===== src/rtl/assert_macros.svh =====
// assertion macros for the rtl files
// no dependencies; included by modules that carry assertions
`ifndef ASSERT_MACROS_SVH
`define ASSERT_MACROS_SVH

// condition holds at every clock edge out of reset
`define ASSERT_ALWAYS(label, clk, rst_n, cond, msg) \
    label: assert property (@(posedge clk) disable iff (!rst_n) 1'b1 |-> (cond)) \
        else $error(msg);

// consequent holds in the same cycle as the antecedent
`define ASSERT_IMPLIES(label, clk, rst_n, ante, cons, msg) \
    label: assert property (@(posedge clk) disable iff (!rst_n) (ante) |-> (cons)) \
        else $error(msg);

// consequent holds in the cycle after the antecedent
`define ASSERT_NEXT(label, clk, rst_n, ante, cons, msg) \
    label: assert property (@(posedge clk) disable iff (!rst_n) (ante) |=> (cons)) \
        else $error(msg);

`endif


===== src/rtl/ubx_ack_pkg.sv =====
// types, codes and frame constants for the acknowledge matcher
// no dependencies; used by ubx_ack_matcher
package ubx_ack_pkg;

    localparam int unsigned FRAME_LEN = 10;
    localparam int unsigned IDX_W     = 4;
    localparam int unsigned TICK_W    = 17;
    localparam int unsigned TMO_W     = 16;
    localparam int unsigned CFG_IDX_W = 2;
    localparam int unsigned CFG_DAT_W = 16;

    localparam logic [TICK_W-1:0] TICK_MAX    = 17'h1FFFF;
    localparam logic [TMO_W-1:0]  TMO_RESET   = 16'd3000;

    // fixed part of the acknowledge frame
    localparam logic [7:0] SYNC_1    = 8'hB5;
    localparam logic [7:0] SYNC_2    = 8'h62;
    localparam logic [7:0] ACK_CLASS = 8'h05;
    localparam logic [7:0] ACK_ID    = 8'h01;
    localparam logic [7:0] LEN_LO    = 8'h02;
    localparam logic [7:0] LEN_HI    = 8'h00;

    // constant parts of the two check sums, from the fixed bytes 2 to 5
    localparam logic [7:0] CKA_BASE = 8'h08;
    localparam logic [7:0] CKB_BASE = 8'h2B;

    typedef enum logic [1:0] {
        REQ_START  = 2'd0,
        REQ_BYTE   = 2'd1,
        REQ_TICK   = 2'd2,
        REQ_UNUSED = 2'd3
    } req_type_t;

    typedef enum logic [1:0] {
        STATUS_IDLE    = 2'd0,
        STATUS_SEARCH  = 2'd1,
        STATUS_FOUND   = 2'd2,
        STATUS_TIMEOUT = 2'd3
    } status_t;

    typedef enum logic [CFG_IDX_W-1:0] {
        CFG_ACK_CLASS     = 2'd0,
        CFG_ACK_ID        = 2'd1,
        CFG_TIMEOUT_TICKS = 2'd2,
        CFG_NONE          = 2'd3
    } cfg_index_t;

    typedef struct packed {
        logic [1:0] req_type;
        logic [7:0] rx_byte;
    } in_item_t;

    typedef struct packed {
        logic [1:0]       status;
        logic [IDX_W-1:0] match_position;
    } out_item_t;

    // frame byte expected at a given position
    function automatic logic [7:0] expected_byte(
        input logic [IDX_W-1:0] pos,
        input logic [7:0]       cls,
        input logic [7:0]       id
    );
        logic [7:0] result;
        begin
            case (pos)
                4'd0:    result = SYNC_1;
                4'd1:    result = SYNC_2;
                4'd2:    result = ACK_CLASS;
                4'd3:    result = ACK_ID;
                4'd4:    result = LEN_LO;
                4'd5:    result = LEN_HI;
                4'd6:    result = cls;
                4'd7:    result = id;
                4'd8:    result = CKA_BASE + cls + id;
                4'd9:    result = CKB_BASE + {cls[6:0], 1'b0} + id;
                default: result = SYNC_1;
            endcase
            return result;
        end
    endfunction

endpackage


===== src/rtl/ubx_ack_matcher.sv =====
// acknowledge frame matcher: input register, match logic, result register
// depends on ubx_ack_pkg and assert_macros.svh
//
// Usage: each input transaction on in_* carries a request type and a byte.
// A start request arms the matcher and clears the match position and the
// tick counter; received bytes advance through the ten-byte acknowledge
// frame (sync, class/id 05 01, length 2, awaited class and id, two check
// bytes); millisecond ticks count towards the timeout. Every input
// transaction yields exactly one output transaction with the status and
// the current match position.
// out_valid rises once the item has moved from the input register into the
// result register. Throughput is one transaction per cycle while out_stall
// does not hold the result register, through the single compare-and-update
// stage. When out_stall is high the result register holds, one further
// item waits in the input register, and in_stall is raised after that.
// Reset clears the valid flags of both registers, disarms the matcher and
// loads the register defaults (class 0, id 0, timeout 3000 ticks).
// Configuration writes on cfg_* take effect at once. The user must make
// them only while the block is idle; the block does not enforce this.
`include "assert_macros.svh"

module ubx_ack_matcher (
    input  logic                                 clk,
    input  logic                                 rst_n,
    input  logic                                 in_valid,
    output logic                                 in_stall,
    input  ubx_ack_pkg::in_item_t                in_data,
    output logic                                 out_valid,
    input  logic                                 out_stall,
    output ubx_ack_pkg::out_item_t               out_data,
    input  logic                                 cfg_write,
    input  logic [ubx_ack_pkg::CFG_IDX_W-1:0]    cfg_index,
    input  logic [ubx_ack_pkg::CFG_DAT_W-1:0]    cfg_data
);

    // configuration registers
    logic [7:0]                          ack_class_reg;
    logic [7:0]                          ack_id_reg;
    logic [ubx_ack_pkg::TMO_W-1:0]       timeout_ticks_reg;

    // matcher state
    logic                                armed_reg;
    logic                                armed_next;
    logic [ubx_ack_pkg::IDX_W-1:0]       match_index_reg;
    logic [ubx_ack_pkg::IDX_W-1:0]       match_index_next;
    logic [ubx_ack_pkg::TICK_W-1:0]      elapsed_reg;
    logic [ubx_ack_pkg::TICK_W-1:0]      elapsed_next;
    ubx_ack_pkg::status_t                status_next;

    // pipeline registers
    logic                                in_valid_reg;
    ubx_ack_pkg::in_item_t               in_data_reg;
    logic                                out_valid_reg;
    ubx_ack_pkg::out_item_t              out_data_reg;

    logic                                advance;
    logic                                in_take;
    logic [ubx_ack_pkg::TICK_W-1:0]      elapsed_inc;

    // handshake control
    assign advance   = in_valid_reg && (!out_valid_reg || !out_stall);
    assign in_stall  = in_valid_reg && !advance;
    assign in_take   = in_valid && !in_stall;
    assign out_valid = out_valid_reg;
    assign out_data  = out_data_reg;

    // configuration writes
    always_ff @(posedge clk or negedge rst_n)
    begin
        if (!rst_n)
        begin
            ack_class_reg     <= 8'd0;
            ack_id_reg        <= 8'd0;
            timeout_ticks_reg <= ubx_ack_pkg::TMO_RESET;
        end
        else if (cfg_write)
        begin
            case (cfg_index)
                ubx_ack_pkg::CFG_ACK_CLASS:     ack_class_reg     <= cfg_data[7:0];
                ubx_ack_pkg::CFG_ACK_ID:        ack_id_reg        <= cfg_data[7:0];
                ubx_ack_pkg::CFG_TIMEOUT_TICKS: timeout_ticks_reg <= cfg_data;
                default:                        ;
            endcase
        end
    end

    // match and timeout logic for the transaction in the input register
    assign elapsed_inc = (elapsed_reg < ubx_ack_pkg::TICK_MAX) ?
                         elapsed_reg + 1'b1 : elapsed_reg;

    always_comb
    begin
        armed_next       = armed_reg;
        match_index_next = match_index_reg;
        elapsed_next     = elapsed_reg;
        status_next      = armed_reg ? ubx_ack_pkg::STATUS_SEARCH
                                     : ubx_ack_pkg::STATUS_IDLE;
        case (in_data_reg.req_type)
            ubx_ack_pkg::REQ_START:
            begin
                armed_next       = 1'b1;
                match_index_next = '0;
                elapsed_next     = '0;
                status_next      = ubx_ack_pkg::STATUS_SEARCH;
            end
            ubx_ack_pkg::REQ_BYTE:
            begin
                if (armed_reg)
                begin
                    if ((match_index_reg < ubx_ack_pkg::IDX_W'(ubx_ack_pkg::FRAME_LEN)) &&
                        (in_data_reg.rx_byte == ubx_ack_pkg::expected_byte(
                            match_index_reg, ack_class_reg, ack_id_reg)))
                        match_index_next = match_index_reg + 1'b1;
                    else
                        match_index_next = '0;
                    if (match_index_next >= ubx_ack_pkg::IDX_W'(ubx_ack_pkg::FRAME_LEN))
                    begin
                        match_index_next = ubx_ack_pkg::IDX_W'(ubx_ack_pkg::FRAME_LEN);
                        armed_next       = 1'b0;
                        status_next      = ubx_ack_pkg::STATUS_FOUND;
                    end
                    else
                        status_next = ubx_ack_pkg::STATUS_SEARCH;
                end
            end
            ubx_ack_pkg::REQ_TICK:
            begin
                if (armed_reg)
                begin
                    elapsed_next = elapsed_inc;
                    if (elapsed_inc > {1'b0, timeout_ticks_reg})
                    begin
                        armed_next  = 1'b0;
                        status_next = ubx_ack_pkg::STATUS_TIMEOUT;
                    end
                    else
                        status_next = ubx_ack_pkg::STATUS_SEARCH;
                end
            end
            default:
                ;
        endcase
    end

    // control state
    always_ff @(posedge clk or negedge rst_n)
    begin
        if (!rst_n)
        begin
            in_valid_reg    <= 1'b0;
            out_valid_reg   <= 1'b0;
            armed_reg       <= 1'b0;
            match_index_reg <= '0;
            elapsed_reg     <= '0;
        end
        else
        begin
            if (in_take)
                in_valid_reg <= 1'b1;
            else if (advance)
                in_valid_reg <= 1'b0;

            if (advance)
                out_valid_reg <= 1'b1;
            else if (!out_stall)
                out_valid_reg <= 1'b0;

            if (advance)
            begin
                armed_reg       <= armed_next;
                match_index_reg <= match_index_next;
                elapsed_reg     <= elapsed_next;
            end
        end
    end

    // payload registers
    always_ff @(posedge clk)
    begin
        if (in_take)
            in_data_reg <= in_data;
        if (advance)
        begin
            out_data_reg.status         <= status_next;
            out_data_reg.match_position <= match_index_next;
        end
    end

    // checks
    `ASSERT_ALWAYS(a_index_range, clk, rst_n,
        match_index_reg <= ubx_ack_pkg::IDX_W'(ubx_ack_pkg::FRAME_LEN),
        "match index beyond frame length")
    `ASSERT_IMPLIES(a_armed_index, clk, rst_n, armed_reg,
        match_index_reg < ubx_ack_pkg::IDX_W'(ubx_ack_pkg::FRAME_LEN),
        "armed with a complete frame")
    `ASSERT_IMPLIES(a_found_pos, clk, rst_n,
        out_valid_reg && (out_data_reg.status == ubx_ack_pkg::STATUS_FOUND),
        out_data_reg.match_position == ubx_ack_pkg::IDX_W'(ubx_ack_pkg::FRAME_LEN),
        "acknowledge reported short of a full frame")
    `ASSERT_NEXT(a_advance_out, clk, rst_n, advance, out_valid_reg,
        "processed transaction did not reach the result register")
    `ASSERT_NEXT(a_done_disarms, clk, rst_n,
        advance && ((status_next == ubx_ack_pkg::STATUS_FOUND) ||
                    (status_next == ubx_ack_pkg::STATUS_TIMEOUT)),
        !armed_reg,
        "matcher still armed after a final result")

endmodule

===== config.mk =====
export PLATFORM = sky130hd
export DESIGN_NAME = ubx_ack_matcher
export DESIGN_NICKNAME = d
export VERILOG_FILES = /design/src/rtl/ubx_ack_pkg.sv /design/src/rtl/ubx_ack_matcher.sv
export VERILOG_INCLUDE_DIRS = /design/src /design/src/rtl
export SDC_FILE = /design/constraint.sdc
export NUM_CORES = 1
export LEC_CHECK = 0
export BUFFER_PORTS_ARGS = -buffer_cell sky130_fd_sc_hd__clkbuf_2
export CAP_MARGIN = 20
export CORE_MARGIN = 3
export CORE_UTILIZATION = 36
export DETAILED_ROUTE_END_ITERATION = 8
export SETUP_SLACK_MARGIN = 0.1
export SLEW_MARGIN = 5
export SYNTH_ARGS = -nofsm -noshare
export SYNTH_HDL_FRONTEND = slang
export SYNTH_SLANG_ARGS = --single-unit

===== constraint.sdc =====
create_clock -name clk -period 4.55 [get_ports clk]
set_input_delay 0.455 -clock clk [delete_from_list [all_inputs] [get_ports clk]]
set_output_delay 0.455 -clock clk [all_outputs]
set_load 0.02 [all_outputs]

======== Yosys cells after proc, flatten, opt, wreduce, memory -nomap -nowiden ========
Cells that the tools add are included.
Widths: inputs -> output; s select.
storage, ports and cells
  flip-flop bits (word level) ............. 72
  bits of input ports ..................... 33
  output and inout port bits .............. 8
  logic and storage cells ................. 84
cells by class
  add/subtract/negate cells ............... 6
  $lt $le $gt $ge ......................... 4
  equality and inequality tests ........... 16
  mux-type cells .......................... 27
  reductions and logical operators ........ 19
operators with widths
  kind                   number
  $pmux 8 s9             1
  $mux 17                2
  $pmux 17 s2            1
  $mux 4                 5
  $add 17x1->17 const B  1
  $gt 17x16->1           1
  $lt 17x17->1 const B   1
  $add 8x8->8            2
  $eq 4x3->1 const B     4
  $mux 8                 2
  $mux 1                 9
  $add 4x8->8 const A    1
  $add 6x8->8 const A    1
  $eq 4x2->1 const B     2
  $eq 4x4->1 const B     2
  $eq 8x8->1             1
  $mux 2                 4
  $pmux 4 s2             1
  $reduce_and 2->1       4
  $pmux 2 s3             1
  $add 4x1->4 const B    1
  $eq 2x1->1 const B     2
  $eq 2x2->1 const B     2
  $eq 4x1->1 const B     1
  12 further kinds       20

======== Longest topological paths before layout ========
  word-level depth ........................ 14
  gate-level depth with buffers ........... 18

======== Worst setup path after synthesis ========
Ideal clock, no wire load.
  kind .................................... reg2reg
  start ................................... register ack_class_reg[0]
  end ..................................... register out_data_reg, in the netlist out_data[0], data pin
  arrival ................................. 3.087 ns
  required time ........................... 4.294 ns
  slack ................................... 1.208 ns
  cell stages (with the launch flop) ...... 15
  period minus slack after synthesis ...... 3.342 ns
  cells stage by stage .................... dfrtp_1 inv_1 ha_1 inv_1 ha_1 inv_1 fa_1 o221a_1 o32a_1 nor4bb_1 a41o_1 o41a_1 o211ai_2 nor2_1 a31o_2
on the way
  cells in the longest elaborated chain, start to end .. 14
  elaborated cells on any way between the ends .. 16
RTL lines
  item                                               RTL line                              RTL
  start, declared                                    ubx_ack_matcher.sv:37                 logic [7:0] ack_class_reg;
  start signal, assigned                             ubx_ack_matcher.sv:79                 ubx_ack_pkg::CFG_ACK_CLASS: ack_class_reg <= cfg_data[7:0];
  $add 4x8->8 / $add 6x8->8 (equally long branches)  ubx_ack_pkg.sv:75, ubx_ack_pkg.sv:76
  $add 8x8->8, on equally long branches              ubx_ack_pkg.sv:75, ubx_ack_pkg.sv:76
  $pmux 8 s9 *                                       ubx_ack_pkg.sv:66                     case (pos)
  $mux 8 *                                           ubx_ack_matcher.sv:108                if (armed_reg)
  $mux 8 *                                           ubx_ack_matcher.sv:98                 case (in_data_reg.req_type)
  $eq 8x8->1 *                                       ubx_ack_matcher.sv:111                (in_data_reg.rx_byte == ubx_ack_pkg::expected_byte(
  $logic_and 1x1->1 *                                ubx_ack_matcher.sv:110                if ((match_index_reg < ubx_ack_pkg::IDX_W'(ubx_ack_pkg::FRAME_LEN)) &&
  $mux 4 *                                           ubx_ack_matcher.sv:110
  $mux 4 *                                           ubx_ack_matcher.sv:108
  $mux 4 *                                           ubx_ack_matcher.sv:98
  $ge 4x4->1                                         ubx_ack_matcher.sv:116                if (match_index_next >= ubx_ack_pkg::IDX_W'(ubx_ack_pkg::FRAME_LEN))
  $mux 4 *                                           ubx_ack_matcher.sv:116
  $mux 4 *                                           ubx_ack_matcher.sv:108
  $pmux 4 s2 *                                       ubx_ack_matcher.sv:98
  net match_index_next (one bit)                     ubx_ack_matcher.sv:45                 logic [ubx_ack_pkg::IDX_W-1:0] match_index_next;
  end, declared                                      ubx_ack_matcher.sv:54                 ubx_ack_pkg::out_item_t out_data_reg;
The timed path passes the listed nets; every way through them passes the cells marked *. The select of a mux whose other input is x is not followed.
A chain may end at the register's enable or synchronous reset.

======== Final worst setup path ========
  start ................................... register elapsed_reg[2] (netlist name)
  end ..................................... register armed_reg
on the way
  cells in the longest elaborated chain, start to end .. 6
  elaborated cells on any way between the ends .. 7
RTL lines
  item                                                  RTL line                                      RTL
  start, declared                                       ubx_ack_matcher.sv:46                         logic [ubx_ack_pkg::TICK_W-1:0] elapsed_reg;
  start signal, assigned                                ubx_ack_matcher.sv:172                        elapsed_reg <= elapsed_next;
  $add 17x1->17 / $lt 17x17->1 (equally long branches)  ubx_ack_matcher.sv:89, ubx_ack_matcher.sv:88
  $mux 17 *                                             ubx_ack_matcher.sv:88                         assign elapsed_inc = (elapsed_reg < ubx_ack_pkg::TICK_MAX) ?
  $gt 17x16->1 *                                        ubx_ack_matcher.sv:131                        if (elapsed_inc > {1'b0, timeout_ticks_reg})
  $mux 1 *                                              ubx_ack_matcher.sv:131
  $mux 1 *                                              ubx_ack_matcher.sv:128                        if (armed_reg)
  $pmux 1 s3 *                                          ubx_ack_matcher.sv:98
  end signal, assigned                                  ubx_ack_matcher.sv:170                        armed_reg <= armed_next;
  end, declared                                         ubx_ack_matcher.sv:42                         logic armed_reg;
Mark *: on every way between the ends. The rest lies on a longest branch, timed or not.

==> results.toml <==
[synth]
syn_inst = 511
synth_area_um2 = 5000
ys.flop_type = "dfrtp_1"
synth-async-reset-ratio = 0.778
ys_ff_latch = 72
yosysTopAreaCell = "dfrtp_1"
synth-edff-count = 16
yosysSeqAreaShare = 0.378
syn_nets = 596
ys_top_cells_by_area = "dfrtp_1 25%, ha_1 13%, edfxtp_1 9.6%, mux2_2 6.3%, inv_1 4.0%"
ys_warn_count = 0
syn_area_per_cell_um2 = 9.78
yosys.area.top_type_share = 0.245
ys_types = 68

[die]
dieArea_um2 = 15300
die_height_um = 124
initial_core_util = 0.373
dieWidth_um = 124
core_um2 = 13400
num_rows = 42
io_pins = 41

[clock_network]
postCtsHoldBufs = 0
clockBufferDepth = 2
cts_sinks = 72
cts_root_buffer = "clkbuf_16"
cts_buffers = 9
cts_tree = "done"
clk_latency_ps = 340
cts_max_level = 3
postCtsSetupRepairBufs = 0
ctsResizeCount = 0
clkTransAtPathRegs_ps = 60

[detailed_routing]
postRouteAntennaNets = 0
drc_errors = 0
dr.pass1.iters = 4
drtIter0Drc = 215
wl_met3_um = 467
routed_wl_um = 10800
route.met2.wl_um = 4640
viasPerCell = 5.26
top_layer_used = "met4"
vias = 3832
drt-met1-wl_um = 5550
post_drt_wl_per_cell_um = 14.8

[global_routing]
grt.total_usage = 0.151
grt_pass1_wl_um = 18200
grt_pass1_vias = 3656
grt_max_degree = 57
grt_overflow_total = 0
antenna_found_initial = 0

[worst_setup_path]
path_class = "reg2reg"
crit_arrival_ps = 3910
critPathLaunchType = "flop"
worstSetupEndpointType = "flop"
required_ps = 4780
cp_max_fo = 7

[power]
p_leak_nw = 2.64
vdd_drop_max_mv = 0.200
powerDensity_nw_per_um2 = 387

[timing]
max-slew-margin-rel = 0.431
setup_tns_ps = 0
period_needed_ps = 3680
fmax_mhz = 272
tightest_slew_ps = 852
slew_viol_final = 0
finalHoldViolCount = 0
fin_crit_sh = 0.809
rsz0062_at_grt = "false"
fin_worst_skew_ps = 3.80
setup_viol = 0

[min_path]
hold_class = "in2async"

[placement]
dpl.hpwl_um = 8180
gp_congestion = 0.848
portBuffers = 40

[flow_run]
drv_cap = 0

[layout]
drive_above_1_share = 0.186
largest_reg_flops = 17
syn_to_final_growth_pct = 13.3
n_fill_cell = 1309
nNetsFinal = 633
fin_util = 0.423
antenna_cells = 0

[status]
outcome = "completed"
## worst paths after layout
check / startpoint / end / slack (ps) / cells past startpoint
worst max-delay path: elapsed_reg[2]$_DFFE_PN0P_ / armed_reg$_DFFE_PN0P_ / 870 / 16
worst min-delay path: rst_n / elapsed_reg[15]$_DFFE_PN0P_ / 250 / 2
worst max register to register: elapsed_reg[2]$_DFFE_PN0P_ / armed_reg$_DFFE_PN0P_ / 870 / 16
worst min register to register: in_valid_reg$_DFFE_PN0P_ / out_valid$_DFFE_PN0P_ / 500 / 1
max in group asynchronous: rst_n / ack_class_reg[3]$_DFFE_PN0P_ / 3820 / 2
min in group clk: in_data[0] / in_data_reg[0]$_DFFE_PP_ / 290 / 1
## cells in the final DEF (no fill, tap or decap), drive strengths merged, types with 4 or more instances in the layout
master,netlist,layout
a211oi,7,7
mux2i,7,7
nand2b,12,12
inv,54,54
a22oi,7,7
xnor2,16,16
dfrtp,49,49
a21oi,22,22
o21ai,33,33
o21bai,4,4
clkinv,0,5
a21o,4,4
nor2b,9,9
and3,5,5
clkbuf,9,50
edfxtp,16,16
ha,50,50
nand4,5,5
nand2,30,30
nor4,4,4
nand3,15,15
xor2,13,13
nor2,24,24
dfstp,7,7
nor3,13,13
nand3b,4,4
a22o,8,8
mux2,28,28
## routing by layer
metal  vias to the layer above  GRT usage
met2                        73      0.218
met5                         -          0
met1                      1835      0.226
met4                         0     0.0464
li1                       1912          -
met3                        12     0.0322
## synth_stat cells (all sizes together) (3+ instances only)
cell,instances
a211oi,7
a21o,4
a21oi,22
a22o,8
a22oi,7
a31o,3
a31oi,3
and3,5
buf,7
clkbuf,9
dfrtp,49
dfstp,7
edfxtp,16
ha,50
inv,54
mux2,28
mux2i,7
nand2,30
nand2b,12
nand3,15
nand3b,4
nand4,5
nor2,24
nor2b,9
nor3,13
nor4,4
o21ai,33
o21bai,4
o22ai,3
o31ai,3
xnor2,16
xor2,13
## cell type report
class | count | area (µm²) | share of cell area
clock buffers | 10 | 250 | 0.0442
clock inverters | 6 | 66.3 | 0.0117
inverters | 54 | 203 | 0.0358
multi-input cells | 369 | 2820 | 0.497
flip-flops and latches | 72 | 1890 | 0.334
well taps | 176 | 220 | 0.0389
repair buffers | 42 | 215 | 0.0380
## per-stage QoR
step | cell area (µm²) | setup WS, ps | std cells | total power (W) | hold slack, ps
6_report | 5660 | 868 | 729 | 0.00219 | 248
5_1_grt | 5660 | 381 | 729 | 0.00235 | 276
4_1_cts | 5660 | 833 | 729 | 0.00222 | 269
3_5_place_dp | 5350 | 867 | 713 | 0.00146 | 499
3_3_place_gp | 5350 | 985 | 713 | 0.00145 | 474
2_1_floorplan | 5000 | 1210 | 511 | 0.00130 | 159
## where the power goes
part,switching [W],total [W],internal (W)
combinational,0.000339,0.000640,0.000301
clock,0.000280,0.000739,0.000458
sequential,0.0000639,0.000811,0.000747
## kinds of logic after synthesis
kind of cell               count (synthesis)  share of synthesized area
AOI/OAI and AO/OA                        119                      0.164
xor gates and xnor gates                  29                     0.0508
adders and majority gates                 52                      0.133
buffers and inverters                     70                     0.0581
DFF                                       72                      0.378
muxes                                     35                     0.0771
and+or+nand+nor                          134                      0.138
## worst max-delay path, stage by stage, from the launching register on
cell and delay (ps):
dfrtp_1 440, nand4_1 160, nor3_1 110, a21bo_2 260
or4_1 580, inv_1 120, nand3_1 140, xnor2_1 170
ha_1 290, nand4_1 120, nor2_1 200, nand2_1 80
o2111ai_1 100, a31oi_1 60, a211oi_1 310, o21ai_0 200
a31o_1 230
(Power assumes the default switching activity.)
